`src/design/eased_ramp_generator_core_assert.svh`:
```
// assertion macros for the eased ramp generator
// used by the top level, no other dependencies
`ifndef EASED_RAMP_GENERATOR_CORE_ASSERT_SVH
`define EASED_RAMP_GENERATOR_CORE_ASSERT_SVH
`ifndef NO_ASSERTIONS
// same-cycle implication
`define ERG_ASSERT_HOLD(label, clk, rst_n, ante, cons) \
  label: assert property (@(posedge clk) disable iff (!rst_n) (ante) |-> (cons)) \
    else $error("eased ramp generator: assertion failed");
// next-cycle implication
`define ERG_ASSERT_NEXT(label, clk, rst_n, ante, cons) \
  label: assert property (@(posedge clk) disable iff (!rst_n) (ante) |=> (cons)) \
    else $error("eased ramp generator: assertion failed");
`else
`define ERG_ASSERT_HOLD(label, clk, rst_n, ante, cons)
`define ERG_ASSERT_NEXT(label, clk, rst_n, ante, cons)
`endif
`endif

```
`src/design/erg_pkg.sv`:
```
// shared widths, codes and request types of the eased ramp generator
// no dependencies
`timescale 1ns / 1ps

package erg_pkg;

  localparam int VALUE_BITS = 32;
  localparam int TIME_BITS  = 24;
  localparam int FRAC_BITS  = 16;
  localparam int DIGITS     = FRAC_BITS / 2;
  localparam int DIG_W      = $clog2(DIGITS);
  localparam int DIV_CNT_W  = $clog2(FRAC_BITS);

  localparam logic [FRAC_BITS:0]   ONE_Q   = {1'b1, {FRAC_BITS{1'b0}}};
  localparam logic [FRAC_BITS+1:0] THREE_Q = {2'b11, {FRAC_BITS{1'b0}}};
  localparam logic [FRAC_BITS-1:0] FRAC_MAX = {FRAC_BITS{1'b1}};

  typedef enum logic [1:0] {
    ACT_JUMP    = 2'd0,
    ACT_TARGET  = 2'd1,
    ACT_ADVANCE = 2'd2
  } action_t;

  typedef enum logic [1:0] {
    CRV_LINEAR   = 2'd0,
    CRV_EASE_IN  = 2'd1,
    CRV_EASE_OUT = 2'd2,
    CRV_SMOOTH   = 2'd3
  } curve_t;

  typedef enum logic [2:0] {
    ST_IDLE,
    ST_DIV,
    ST_EASE,
    ST_SCALE,
    ST_APPLY,
    ST_DONE
  } state_t;

  typedef struct packed {
    logic                 start;
    logic [TIME_BITS-1:0] num;
    logic [TIME_BITS-1:0] den;
  } div_req_t;

  typedef struct packed {
    logic                 start;
    logic [FRAC_BITS-1:0] frac;
    curve_t               kind;
  } ease_req_t;

  typedef struct packed {
    logic                  start;
    logic [VALUE_BITS:0]   mag;
    logic [FRAC_BITS-1:0]  weight;
  } scale_req_t;

endpackage

```
`src/design/erg_if.sv`:
```
// handshake channels of the eased ramp generator: input items and result items
// depends on erg_pkg
`timescale 1ns / 1ps

interface erg_in_if;
  import erg_pkg::*;

  logic                         valid;
  logic                         ready;
  logic [1:0]                   action;
  logic signed [VALUE_BITS-1:0] level;
  logic [TIME_BITS-1:0]         ramp_time;
  logic [1:0]                   curve;
  logic [TIME_BITS-1:0]         step_time;

  modport source (output valid, action, level, ramp_time, curve, step_time, input ready);
  modport sink   (input valid, action, level, ramp_time, curve, step_time, output ready);
endinterface

interface erg_out_if;
  import erg_pkg::*;

  logic                         valid;
  logic                         ready;
  logic signed [VALUE_BITS-1:0] current_level;
  logic signed [VALUE_BITS-1:0] goal_level;
  logic                         running;
  logic                         arrived;

  modport source (output valid, current_level, goal_level, running, arrived, input ready);
  modport sink   (input valid, current_level, goal_level, running, arrived, output ready);
endinterface

```
`src/design/eased_ramp_generator_core.sv`:
```
// top level of the eased ramp generator: item decode, ramp state and sequencing
// depends on erg_pkg, erg_if, erg_div, erg_ease, erg_scale and the assertion header
`timescale 1ns / 1ps

// Eased ramp generator. Each transfer on in_ch jumps the value, starts a ramp
// toward a new target, or advances time; every item gives exactly one result
// transfer on out_ch with the value, target, running and arrived flags after
// it. Values are signed Q16.16, the eased fraction unsigned Q0.16. Items take
// one at a time. A jump, a new target, an advance while idle or an advance that
// ends the ramp goes from the transfer to the done state and from there into
// the output register. An advance that lands inside a ramp passes in order
// through the bit-serial divider that forms elapsed over duration as a 16-bit
// quotient, the easing pipeline, the scaler that multiplies the level span two
// weight bits at a time (first forming three times the span, then 8 digits),
// the apply state and the done state, which loads the output register once it
// is free. A finished result waits in the output register while the next item
// is taken.

`include "eased_ramp_generator_core_assert.svh"

module eased_ramp_generator_core (
  input logic      clk,
  input logic      rst_n,
  erg_in_if.sink   in_ch,
  erg_out_if.source out_ch
);
  import erg_pkg::*;

  state_t                       state_r, state_nxt;

  // ramp state
  logic signed [VALUE_BITS-1:0] now_r, now_nxt;
  logic signed [VALUE_BITS-1:0] from_r, from_nxt;
  logic signed [VALUE_BITS-1:0] to_r, to_nxt;
  logic [TIME_BITS-1:0]         spent_r, spent_nxt;
  logic [TIME_BITS-1:0]         total_r, total_nxt;
  curve_t                       curve_r, curve_nxt;
  logic                         busy_r, busy_nxt;

  // span of the ramp, signed and one bit wider than a level
  logic [VALUE_BITS:0]          diff_r, diff_nxt;
  logic [VALUE_BITS:0]          mag_r;

  // output register
  logic                         out_valid_r, out_valid_nxt;
  logic signed [VALUE_BITS-1:0] out_cur_r, out_cur_nxt;
  logic signed [VALUE_BITS-1:0] out_goal_r, out_goal_nxt;
  logic                         out_run_r, out_run_nxt;
  logic                         out_arr_r, out_arr_nxt;

  logic                         accept;
  logic [TIME_BITS:0]           sum;
  logic                         same_target;
  logic [VALUE_BITS:0]          applied;

  div_req_t                     div_req;
  ease_req_t                    ease_req;
  scale_req_t                   scale_req;
  logic                         div_done, ease_done, scale_done;
  logic [FRAC_BITS-1:0]         frac;
  logic [FRAC_BITS-1:0]         eased;
  logic [VALUE_BITS:0]          scaled;

  assign in_ch.ready = (state_r == ST_IDLE);
  assign accept      = in_ch.valid && in_ch.ready;

  assign sum         = {1'b0, spent_r} + {1'b0, in_ch.step_time};
  assign same_target = (to_r == in_ch.level) && (total_r == in_ch.ramp_time)
                       && (curve_r == in_ch.curve);

  // new value: from plus or minus the truncated magnitude, so it rounds toward from
  assign applied = diff_r[VALUE_BITS] ? ({from_r[VALUE_BITS-1], from_r} - scaled)
                                      : ({from_r[VALUE_BITS-1], from_r} + scaled);

  // divider kicks off in the transfer cycle with the new elapsed time, when it stays short of the duration
  assign div_req.start = 1'b0 | (accept && (in_ch.action == ACT_ADVANCE) && busy_r
                                 && (total_r != '0) && (sum < {1'b0, total_r}));
  assign div_req.num   = sum[TIME_BITS-1:0];
  assign div_req.den   = total_r;

  assign ease_req.start = div_done;
  assign ease_req.frac  = frac;
  assign ease_req.kind  = curve_r;

  assign scale_req.start  = ease_done;
  assign scale_req.mag    = mag_r;
  assign scale_req.weight = eased;

  erg_div u_div (
    .clk   (clk),
    .rst_n (rst_n),
    .req   (div_req),
    .done  (div_done),
    .quo   (frac)
  );

  erg_ease u_ease (
    .clk   (clk),
    .rst_n (rst_n),
    .req   (ease_req),
    .done  (ease_done),
    .eased (eased)
  );

  erg_scale u_scale (
    .clk   (clk),
    .rst_n (rst_n),
    .req   (scale_req),
    .done  (scale_done),
    .prod  (scaled)
  );

  always_comb begin
    state_nxt     = state_r;
    now_nxt       = now_r;
    from_nxt      = from_r;
    to_nxt        = to_r;
    spent_nxt     = spent_r;
    total_nxt     = total_r;
    curve_nxt     = curve_r;
    busy_nxt      = busy_r;
    diff_nxt      = diff_r;
    out_valid_nxt = out_valid_r && !out_ch.ready;
    out_cur_nxt   = out_cur_r;
    out_goal_nxt  = out_goal_r;
    out_run_nxt   = out_run_r;
    out_arr_nxt   = out_arr_r;

    unique case (state_r)
      ST_IDLE: begin
        if (accept) begin
          state_nxt = ST_DONE;
          unique case (in_ch.action)
            ACT_JUMP: begin
              now_nxt   = in_ch.level;
              from_nxt  = in_ch.level;
              to_nxt    = in_ch.level;
              spent_nxt = '0;
              total_nxt = '0;
              busy_nxt  = 1'b0;
            end
            ACT_TARGET: begin
              // the same target, duration and curve again is ignored
              if (!same_target) begin
                to_nxt    = in_ch.level;
                total_nxt = in_ch.ramp_time;
                curve_nxt = curve_t'(in_ch.curve);
                from_nxt  = now_r;
                spent_nxt = '0;
                if ((in_ch.ramp_time == '0) || (now_r == in_ch.level)) begin
                  now_nxt  = in_ch.level;
                  busy_nxt = 1'b0;
                end else begin
                  busy_nxt = 1'b1;
                end
              end
            end
            ACT_ADVANCE: begin
              if (busy_r) begin
                if ((total_r == '0) || (sum >= {1'b0, total_r})) begin
                  // elapsed time saturates: snap to the target
                  spent_nxt = total_r;
                  now_nxt   = to_r;
                  busy_nxt  = 1'b0;
                end else begin
                  spent_nxt = sum[TIME_BITS-1:0];
                  diff_nxt  = {to_r[VALUE_BITS-1], to_r} - {from_r[VALUE_BITS-1], from_r};
                  state_nxt = ST_DIV;
                end
              end
            end
            default: begin
              // unknown action reports the state unchanged
            end
          endcase
        end
      end
      ST_DIV: begin
        if (div_done) begin
          state_nxt = ST_EASE;
        end
      end
      ST_EASE: begin
        if (ease_done) begin
          state_nxt = ST_SCALE;
        end
      end
      ST_SCALE: begin
        if (scale_done) begin
          state_nxt = ST_APPLY;
        end
      end
      ST_APPLY: begin
        now_nxt   = applied[VALUE_BITS-1:0];
        busy_nxt  = (applied[VALUE_BITS-1:0] != to_r);
        state_nxt = ST_DONE;
      end
      ST_DONE: begin
        // load the output register once it is free or being emptied
        if (!out_valid_r || out_ch.ready) begin
          out_valid_nxt = 1'b1;
          out_cur_nxt   = now_r;
          out_goal_nxt  = to_r;
          out_run_nxt   = busy_r;
          out_arr_nxt   = (now_r == to_r);
          state_nxt     = ST_IDLE;
        end
      end
      default: begin
        state_nxt = ST_IDLE;
      end
    endcase
  end

  always_ff @(posedge clk) begin
    if (!rst_n) begin
      state_r     <= ST_IDLE;
      now_r       <= '0;
      from_r      <= '0;
      to_r        <= '0;
      spent_r     <= '0;
      total_r     <= '0;
      curve_r     <= CRV_LINEAR;
      busy_r      <= 1'b0;
      out_valid_r <= 1'b0;
    end else begin
      state_r     <= state_nxt;
      now_r       <= now_nxt;
      from_r      <= from_nxt;
      to_r        <= to_nxt;
      spent_r     <= spent_nxt;
      total_r     <= total_nxt;
      curve_r     <= curve_nxt;
      busy_r      <= busy_nxt;
      out_valid_r <= out_valid_nxt;
    end
  end

  // payload registers; the span magnitude settles while the divider runs
  always_ff @(posedge clk) begin
    diff_r     <= diff_nxt;
    out_cur_r  <= out_cur_nxt;
    out_goal_r <= out_goal_nxt;
    out_run_r  <= out_run_nxt;
    out_arr_r  <= out_arr_nxt;
    if (state_r == ST_DIV) begin
      mag_r <= diff_r[VALUE_BITS] ? (~diff_r + 1'b1) : diff_r;
    end
  end

  assign out_ch.valid         = out_valid_r;
  assign out_ch.current_level = out_cur_r;
  assign out_ch.goal_level    = out_goal_r;
  assign out_ch.running       = out_run_r;
  assign out_ch.arrived       = out_arr_r;

  // a ramp in progress never reports itself as arrived
  `ERG_ASSERT_HOLD(a_run_not_arrived, clk, rst_n, out_valid_r, !(out_run_r && out_arr_r))
  // while ramping, elapsed time stays short of the duration
  `ERG_ASSERT_HOLD(a_spent_below_total, clk, rst_n, busy_r, spent_r < total_r)
  // the divider only finishes while the sequencer waits for it
  `ERG_ASSERT_HOLD(a_div_in_step, clk, rst_n, div_done, state_r == ST_DIV)
  // a transfer always moves the sequencer out of idle
  `ERG_ASSERT_NEXT(a_accept_leaves_idle, clk, rst_n, accept, state_r != ST_IDLE)

endmodule

```
`src/design/erg_div.sv`:
```
// bit-serial restoring divider: frac = (num << FRAC_BITS) / den, one bit a cycle
// depends on erg_pkg; requires num < den
`timescale 1ns / 1ps

module erg_div (
  input  logic                          clk,
  input  logic                          rst_n,
  input  erg_pkg::div_req_t             req,
  output logic                          done,
  output logic [erg_pkg::FRAC_BITS-1:0] quo
);
  import erg_pkg::*;

  logic [TIME_BITS-1:0] rem_r, rem_nxt;
  logic [TIME_BITS-1:0] den_r;
  logic [FRAC_BITS-1:0] quo_r, quo_nxt;
  logic [DIV_CNT_W-1:0] cnt_r, cnt_nxt;
  logic                 run_r, run_nxt;
  logic                 done_r, done_nxt;
  logic [TIME_BITS:0]   shifted;
  logic [TIME_BITS:0]   diff;
  logic                 fits;

  always_comb begin
    shifted  = {rem_r, 1'b0};
    diff     = shifted - {1'b0, den_r};
    fits     = shifted >= {1'b0, den_r};
    rem_nxt  = rem_r;
    quo_nxt  = quo_r;
    cnt_nxt  = cnt_r;
    run_nxt  = run_r;
    done_nxt = 1'b0;
    if (req.start) begin
      rem_nxt = req.num;
      quo_nxt = '0;
      cnt_nxt = '0;
      run_nxt = 1'b1;
    end else if (run_r) begin
      rem_nxt = fits ? diff[TIME_BITS-1:0] : shifted[TIME_BITS-1:0];
      quo_nxt = {quo_r[FRAC_BITS-2:0], fits};
      cnt_nxt = cnt_r + 1'b1;
      if (cnt_r == DIV_CNT_W'(FRAC_BITS - 1)) begin
        run_nxt  = 1'b0;
        done_nxt = 1'b1;
      end
    end
  end

  always_ff @(posedge clk) begin
    if (!rst_n) begin
      run_r  <= 1'b0;
      done_r <= 1'b0;
      cnt_r  <= '0;
    end else begin
      run_r  <= run_nxt;
      done_r <= done_nxt;
      cnt_r  <= cnt_nxt;
    end
  end

  always_ff @(posedge clk) begin
    rem_r <= rem_nxt;
    quo_r <= quo_nxt;
    if (req.start) begin
      den_r <= req.den;
    end
  end

  assign done = done_r;
  assign quo  = quo_r;

endmodule

```
`src/design/erg_ease.sv`:
```
// three-stage easing pipeline: square, smoothstep weighting, select and clamp
// depends on erg_pkg
`timescale 1ns / 1ps

module erg_ease (
  input  logic                          clk,
  input  logic                          rst_n,
  input  erg_pkg::ease_req_t            req,
  output logic                          done,
  output logic [erg_pkg::FRAC_BITS-1:0] eased
);
  import erg_pkg::*;

  logic [FRAC_BITS:0]       base;
  logic [2*FRAC_BITS+1:0]   sq_full;
  logic [2*FRAC_BITS+1:0]   sq1_r;
  logic [FRAC_BITS-1:0]     f1_r, f2_r;
  curve_t                   kind1_r, kind2_r;
  logic                     v1_r, v2_r, done_r;
  logic [FRAC_BITS:0]       sq;
  logic [FRAC_BITS+1:0]     wt;
  logic [2*FRAC_BITS+1:0]   prod2;
  logic [FRAC_BITS:0]       sq2_r;
  logic [2*FRAC_BITS+1:0]   prod2_r;
  logic [FRAC_BITS+1:0]     e_full;
  logic [FRAC_BITS-1:0]     e_r;

  // ease-out squares the complement of the fraction
  always_comb begin
    base    = (req.kind == CRV_EASE_OUT) ? (ONE_Q - {1'b0, req.frac}) : {1'b0, req.frac};
    sq_full = base * base;
  end

  always_comb begin
    sq    = sq1_r[2*FRAC_BITS:FRAC_BITS];
    wt    = THREE_Q - {1'b0, f1_r, 1'b0};
    prod2 = sq[FRAC_BITS-1:0] * wt;
  end

  always_comb begin
    case (kind2_r)
      CRV_LINEAR:   e_full = {2'b00, f2_r};
      CRV_EASE_IN:  e_full = {1'b0, sq2_r};
      CRV_EASE_OUT: e_full = {1'b0, ONE_Q - sq2_r};
      default:      e_full = prod2_r[2*FRAC_BITS+1:FRAC_BITS];
    endcase
  end

  always_ff @(posedge clk) begin
    if (!rst_n) begin
      v1_r   <= 1'b0;
      v2_r   <= 1'b0;
      done_r <= 1'b0;
    end else begin
      v1_r   <= req.start;
      v2_r   <= v1_r;
      done_r <= v2_r;
    end
  end

  always_ff @(posedge clk) begin
    sq1_r   <= sq_full;
    f1_r    <= req.frac;
    kind1_r <= req.kind;
    sq2_r   <= sq;
    prod2_r <= prod2;
    f2_r    <= f1_r;
    kind2_r <= kind1_r;
    e_r     <= (e_full > {2'b00, FRAC_MAX}) ? FRAC_MAX : e_full[FRAC_BITS-1:0];
  end

  assign done  = done_r;
  assign eased = e_r;

endmodule

```
`src/design/erg_scale.sv`:
```
// digit-serial scaler: (mag * weight) >> FRAC_BITS, two weight bits a cycle
// depends on erg_pkg
`timescale 1ns / 1ps

module erg_scale (
  input  logic                         clk,
  input  logic                         rst_n,
  input  erg_pkg::scale_req_t          req,
  output logic                         done,
  output logic [erg_pkg::VALUE_BITS:0] prod
);
  import erg_pkg::*;

  logic [VALUE_BITS:0]   mag_r;
  logic [VALUE_BITS+2:0] mag3_r;
  logic [FRAC_BITS-1:0]  dig_r, dig_nxt;
  logic [VALUE_BITS:0]   acc_r, acc_nxt;
  logic [DIG_W-1:0]      cnt_r, cnt_nxt;
  logic                  prep_r, prep_nxt;
  logic                  run_r, run_nxt;
  logic                  done_r, done_nxt;
  logic [VALUE_BITS+2:0] addend;
  logic [VALUE_BITS+2:0] total;

  always_comb begin
    case (dig_r[1:0])
      2'd0:    addend = '0;
      2'd1:    addend = {2'b00, mag_r};
      2'd2:    addend = {1'b0, mag_r, 1'b0};
      default: addend = mag3_r;
    endcase
    total = {2'b00, acc_r} + addend;
  end

  // low bits shift out exactly, so the final accumulator is the truncated product
  always_comb begin
    dig_nxt  = dig_r;
    acc_nxt  = acc_r;
    cnt_nxt  = cnt_r;
    prep_nxt = 1'b0;
    run_nxt  = run_r;
    done_nxt = 1'b0;
    if (req.start) begin
      dig_nxt  = req.weight;
      acc_nxt  = '0;
      cnt_nxt  = '0;
      prep_nxt = 1'b1;
    end else if (prep_r) begin
      run_nxt = 1'b1;
    end else if (run_r) begin
      acc_nxt = total[VALUE_BITS+2:2];
      dig_nxt = {2'b00, dig_r[FRAC_BITS-1:2]};
      cnt_nxt = cnt_r + 1'b1;
      if (cnt_r == DIG_W'(DIGITS - 1)) begin
        run_nxt  = 1'b0;
        done_nxt = 1'b1;
      end
    end
  end

  always_ff @(posedge clk) begin
    if (!rst_n) begin
      prep_r <= 1'b0;
      run_r  <= 1'b0;
      done_r <= 1'b0;
      cnt_r  <= '0;
    end else begin
      prep_r <= prep_nxt;
      run_r  <= run_nxt;
      done_r <= done_nxt;
      cnt_r  <= cnt_nxt;
    end
  end

  always_ff @(posedge clk) begin
    dig_r <= dig_nxt;
    acc_r <= acc_nxt;
    if (req.start) begin
      mag_r <= req.mag;
    end
    if (prep_r) begin
      mag3_r <= {2'b00, mag_r} + {1'b0, mag_r, 1'b0};
    end
  end

  assign done = done_r;
  assign prod = acc_r;

endmodule

```
`src/flat_wrapper.sv`:
```
// flat-port wrapper written by rule: the top's interface ports become plain ports
module eased_ramp_generator_core_flat import erg_pkg::*;
  (clk, rst_n, in_ch_valid, in_ch_action, in_ch_level, in_ch_ramp_time, in_ch_curve, in_ch_step_time, in_ch_ready, out_ch_valid, out_ch_current_level, out_ch_goal_level, out_ch_running, out_ch_arrived, out_ch_ready);
  erg_in_if in_ch_i ();
  erg_out_if out_ch_i ();
  input logic clk;
  input logic rst_n;
  input wire logic [$bits(in_ch_i.valid)-1:0] in_ch_valid;
  input wire logic [$bits(in_ch_i.action)-1:0] in_ch_action;
  input wire logic [$bits(in_ch_i.level)-1:0] in_ch_level;
  input wire logic [$bits(in_ch_i.ramp_time)-1:0] in_ch_ramp_time;
  input wire logic [$bits(in_ch_i.curve)-1:0] in_ch_curve;
  input wire logic [$bits(in_ch_i.step_time)-1:0] in_ch_step_time;
  output wire logic [$bits(in_ch_i.ready)-1:0] in_ch_ready;
  output wire logic [$bits(out_ch_i.valid)-1:0] out_ch_valid;
  output wire logic [$bits(out_ch_i.current_level)-1:0] out_ch_current_level;
  output wire logic [$bits(out_ch_i.goal_level)-1:0] out_ch_goal_level;
  output wire logic [$bits(out_ch_i.running)-1:0] out_ch_running;
  output wire logic [$bits(out_ch_i.arrived)-1:0] out_ch_arrived;
  input wire logic [$bits(out_ch_i.ready)-1:0] out_ch_ready;
  assign in_ch_i.valid = in_ch_valid;
  assign in_ch_i.action = in_ch_action;
  assign in_ch_i.level = in_ch_level;
  assign in_ch_i.ramp_time = in_ch_ramp_time;
  assign in_ch_i.curve = in_ch_curve;
  assign in_ch_i.step_time = in_ch_step_time;
  assign in_ch_ready = in_ch_i.ready;
  assign out_ch_valid = out_ch_i.valid;
  assign out_ch_current_level = out_ch_i.current_level;
  assign out_ch_goal_level = out_ch_i.goal_level;
  assign out_ch_running = out_ch_i.running;
  assign out_ch_arrived = out_ch_i.arrived;
  assign out_ch_i.ready = out_ch_ready;
  eased_ramp_generator_core u_core (.clk(clk), .rst_n(rst_n), .in_ch(in_ch_i), .out_ch(out_ch_i));
endmodule
```
`config.mk`:
```
export PLATFORM = sky130hd
export DESIGN_NAME = eased_ramp_generator_core_flat
export DESIGN_NICKNAME = d
export VERILOG_FILES = /design/src/design/erg_pkg.sv /design/src/design/erg_if.sv /design/src/design/eased_ramp_generator_core.sv /design/src/design/erg_div.sv /design/src/design/erg_ease.sv /design/src/design/erg_scale.sv /design/src/flat_wrapper.sv
export VERILOG_INCLUDE_DIRS = /design/src /design/src/design
export SDC_FILE = /design/constraint.sdc
export NUM_CORES = 2
export LEC_CHECK = 0
export BUFFER_PORTS_ARGS = -buffer_cell sky130_fd_sc_hd__buf_2
export CORE_MARGIN = 4
export CORE_UTILIZATION = 55
export CTS_BUF_LIST = sky130_fd_sc_hd__clkbuf_2 sky130_fd_sc_hd__clkbuf_4 sky130_fd_sc_hd__clkbuf_8
export DETAILED_ROUTE_END_ITERATION = 6
export MAX_ROUTING_LAYER = met4
export PLACE_DENSITY = 0.84
export SLEW_MARGIN = 30
export SYNTH_ARGS = -nofsm -noshare
export SYNTH_HDL_FRONTEND = slang
export SYNTH_SLANG_ARGS = --single-unit
```
`constraint.sdc`:
```
create_clock -name clk -period 8.2 [get_ports clk]
set_input_delay 1.23 -clock clk [delete_from_list [all_inputs] [get_ports clk]]
set_output_delay 1.23 -clock clk [all_outputs]
set_load 0.01 [all_outputs]
```
==> metrics.csv <==
metric,value,unit
grt_antenna_before_repair,18,
rrSetupSlack,370,ps
cts_sinks,583,
cpPeakStageDelay,580,ps
final_area,54600,um2
max_freq,128,MHz
dp_hpwl,104,mm
drt_first_pass_iters,6,
synth_compound_area_frac,0.123,
busiest_layer,met2,
min-delay-start,u_core.u_ease.kind1_r[1],
path_delay_family,adder cells,
row_count,110,
postCtsHoldBufs,0,
placed_cells,6492,
numCtsBuffers,98,
h-tree-depth,3,
crit_path_top_delay_cell,or4_4,
yosys.area_share.adder,0.266,
drt_iter0_drc,3627,
synth_ff_type,dfxtp_1,
synth_edf_count,264,
initial_utilization,0.555,
ys_seq_area_frac,0.286,
fin_cells,6698,
io_pins,156,
r2r-end,u_core.u_ease.prod2_r[31],
finalCriticalPeriod,7830,ps
grt_pass1_vias,39900,
worstMarginPinSlew,1050,ps
use_met3,0.0641,
status,"finished, final reports clean",
cts_root_buf,clkbuf_8,
setup_viol,0,
port_buffers,155,
hp-class,reg -> reg,
place.gp.congestion,0.998,
overflow,0,
synth.area.mux_share,0.0422,
grt_pass1_wl,214,mm
met2_usage,0.447,
cp_common_cell,fa_1,
postSynthRegisterBits,583,
min_period_over_period,0.954,
nFillCells,7231,
drv_slew,0,
coreArea,90100,um2
area.growth.synth_to_final,9.17,%
cts.clk_slew.worst_paths,60,ps
hold_viol_final,0,
cp-end-kind,flip-flop,
fin_ws,375,ps
synth_cell_types,93,
async_reset_ff_frac,0,
die_area,95800,um2
rsz0062_at_grt,yes,
holdPathEnd,u_core.u_ease.kind2_r[1],
synth-xor-area-share,0.0770,
die_width,310,um
vias,39200,
relSlewSlack,0.302,
path_class,reg -> reg,
rr_worst_depth,31,
grtUsageTotal,0.292,
ctsLongestPathBuffers,3,
postSynthCellCount,5287,
cp-start-kind,flip-flop,
final_core_util,0.606,
cts_tree,built,
fin_nets,6328,
post_drt_via_cell_ratio,5.86,
hold_depth,0,
grt_max_degree,99,
drc_errors,0,
drive_gt1_frac,0.102,
die_h,310,um
pre_cts_ws,92.2,ps
routed_wl,136,mm
drv_cap,0,
place_area,52200,um2
crit_required,8800,ps
path_buf_inv,5,
skew,68.3,ps
synth_area,50000,um2
crit_path_max_fanout,13,
yosys_warnings,0,
use_met1,0.375,
synthSimpleGateAreaFrac,0.138,
routedWlPerCell,20.3,um
synth_top_family_by_area,adder cells,
syn_area_per_cell,9.46,um2
reg2reg_from,u_core.u_ease.f1_r[3],
ant_nets,0,
clock_latency,750,ps
worstPathArrival,8420,ps
final cells by class:
type / count / area, um2 / area share
Tap cell: 1176 / 1470 / 0.0270
Antenna cell: 17 / 42.5 / 0.000779
Clock buffer: 158 / 1920 / 0.0351
Sequential cell: 583 / 14300 / 0.262
Inverter: 673 / 2530 / 0.0463
Timing Repair Buffer: 239 / 1480 / 0.0271
Multi-Input combinational cell: 3825 / 32500 / 0.596
Clock inverter: 27 / 293 / 0.00536
placed cells by master, fill, tap and decap left out, types with 45 or more instances in the layout:
cell type | Yosys | final
edfxtp_1 | 264 | 264
a21oi_1 | 237 | 234
xor2_1 | 169 | 167
o21ai_0 | 148 | 147
fa_1 | 403 | 403
clkbuf_8 | 0 | 117
inv_1 | 667 | 667
nand4_1 | 47 | 47
a22o_1 | 45 | 45
buf_2 | 9 | 154
buf_4 | 3 | 80
nand2_1 | 560 | 558
nor3_1 | 71 | 68
nor4_1 | 58 | 57
a21boi_0 | 62 | 61
nor2_1 | 332 | 326
mux2i_1 | 116 | 116
xnor2_1 | 263 | 261
mux2_2 | 49 | 49
nor2b_1 | 79 | 77
dfxtp_1 | 319 | 316
a21o_1 | 86 | 86
ha_1 | 417 | 415
nand2b_1 | 57 | 57
and2_1 | 136 | 135
worst max path at each step:
stage | endpoint | slack, ps | depth (start not counted) | start
final | u_core.u_ease.prod2_r[31] | 370 | 31 | u_core.u_ease.f1_r[3]
after global routing | u_core.u_ease.prod2_r[31] | -40 | 31 | u_core.u_ease.f1_r[3]
after CTS | u_core.u_ease.prod2_r[31] | 90 | 31 | u_core.u_ease.f1_r[3]
after detailed placement | u_core.u_ease.prod2_r[31] | 90 | 31 | u_core.u_ease.f1_r[3]
after global placement | u_core.u_ease.prod2_r[31] | 390 | 31 | u_core.u_ease.f1_r[3]
after floorplan | u_core.u_ease.sq1_r[32] | 500 | 35 | u_core.u_div.quo[0]
registers in the layout (all words and copies together) (netlist names), 18 cells and up:
signal	cells
u_core.total_r	24
u_core.u_div.rem_r	24
u_core.out_ch.current_level	32
u_core.u_scale.mag_r	33
u_core.from_r	32
u_core.u_scale.mag3_r	35
u_core.mag_r	33
u_core.to_r	32
u_core.u_div.den_r	24
u_core.diff_r	33
u_core.out_ch.goal_level	32
u_core.spent_r	24
u_core.now_r	32
u_core.u_scale.prod	33
u_core.u_ease.prod2_r	18
worst reg2reg max path, delay by kind of cell (launching register included):
kind / cells / cell delay [ps]
buf+inv: 5 / 570
compound gates: 6 / 1050
simple gates: 12 / 2250
flops: 1 / 350
xor+xnor: 1 / 190
fa+ha+maj: 7 / 3310
cells by family after synthesis:
family	count (synthesis)
adder cells (fa/ha/maj)	820
multiplexers	183
AO/OA/AOI/OAI	901
other	2
flip-flops	583
buffers and inverters	889
AND/OR/NAND/NOR	1474
XOR/XNOR	435
Yosys cell counts (136+ instances only):
| library cell | n | area (um2) |
|---|---|---|
| and2_1 | 136 | 851 |
| clkbuf_1 | 190 | 713 |
| xnor2_1 | 263 | 2300 |
| fa_1 | 403 | 8070 |
| nor2_1 | 332 | 1250 |
| inv_1 | 667 | 2500 |
| nand2_1 | 560 | 2100 |
| xor2_1 | 169 | 1480 |
| edfxtp_1 | 264 | 7930 |
| a21oi_1 | 237 | 1190 |
| ha_1 | 417 | 5220 |
| dfxtp_1 | 319 | 6390 |
| o21ai_0 | 148 | 741 |
stage by stage:
stage	TNS, ps	hold slack, ps
finish	0	329
global route	-85.8	350
CTS	0	332
detailed placement	0	316
global placement	0	313
floorplan	0	310
layer usage:
layer,routed length (um),vias to the layer above
met2,61700,1782
li1,-,18100
met5,0,-
met3,13600,428
met4,6170,0
met1,54700,19000
what timing repair did:
action | CTS | global route
endpoints found under the setup margin | 0 | 11
setup buffers | 0 | 2
resized for setup | 0 | 22
Power is left out: the tool's default activity adds up to more than one toggle a clock period on the data nets, which glitch-free logic cannot reach.
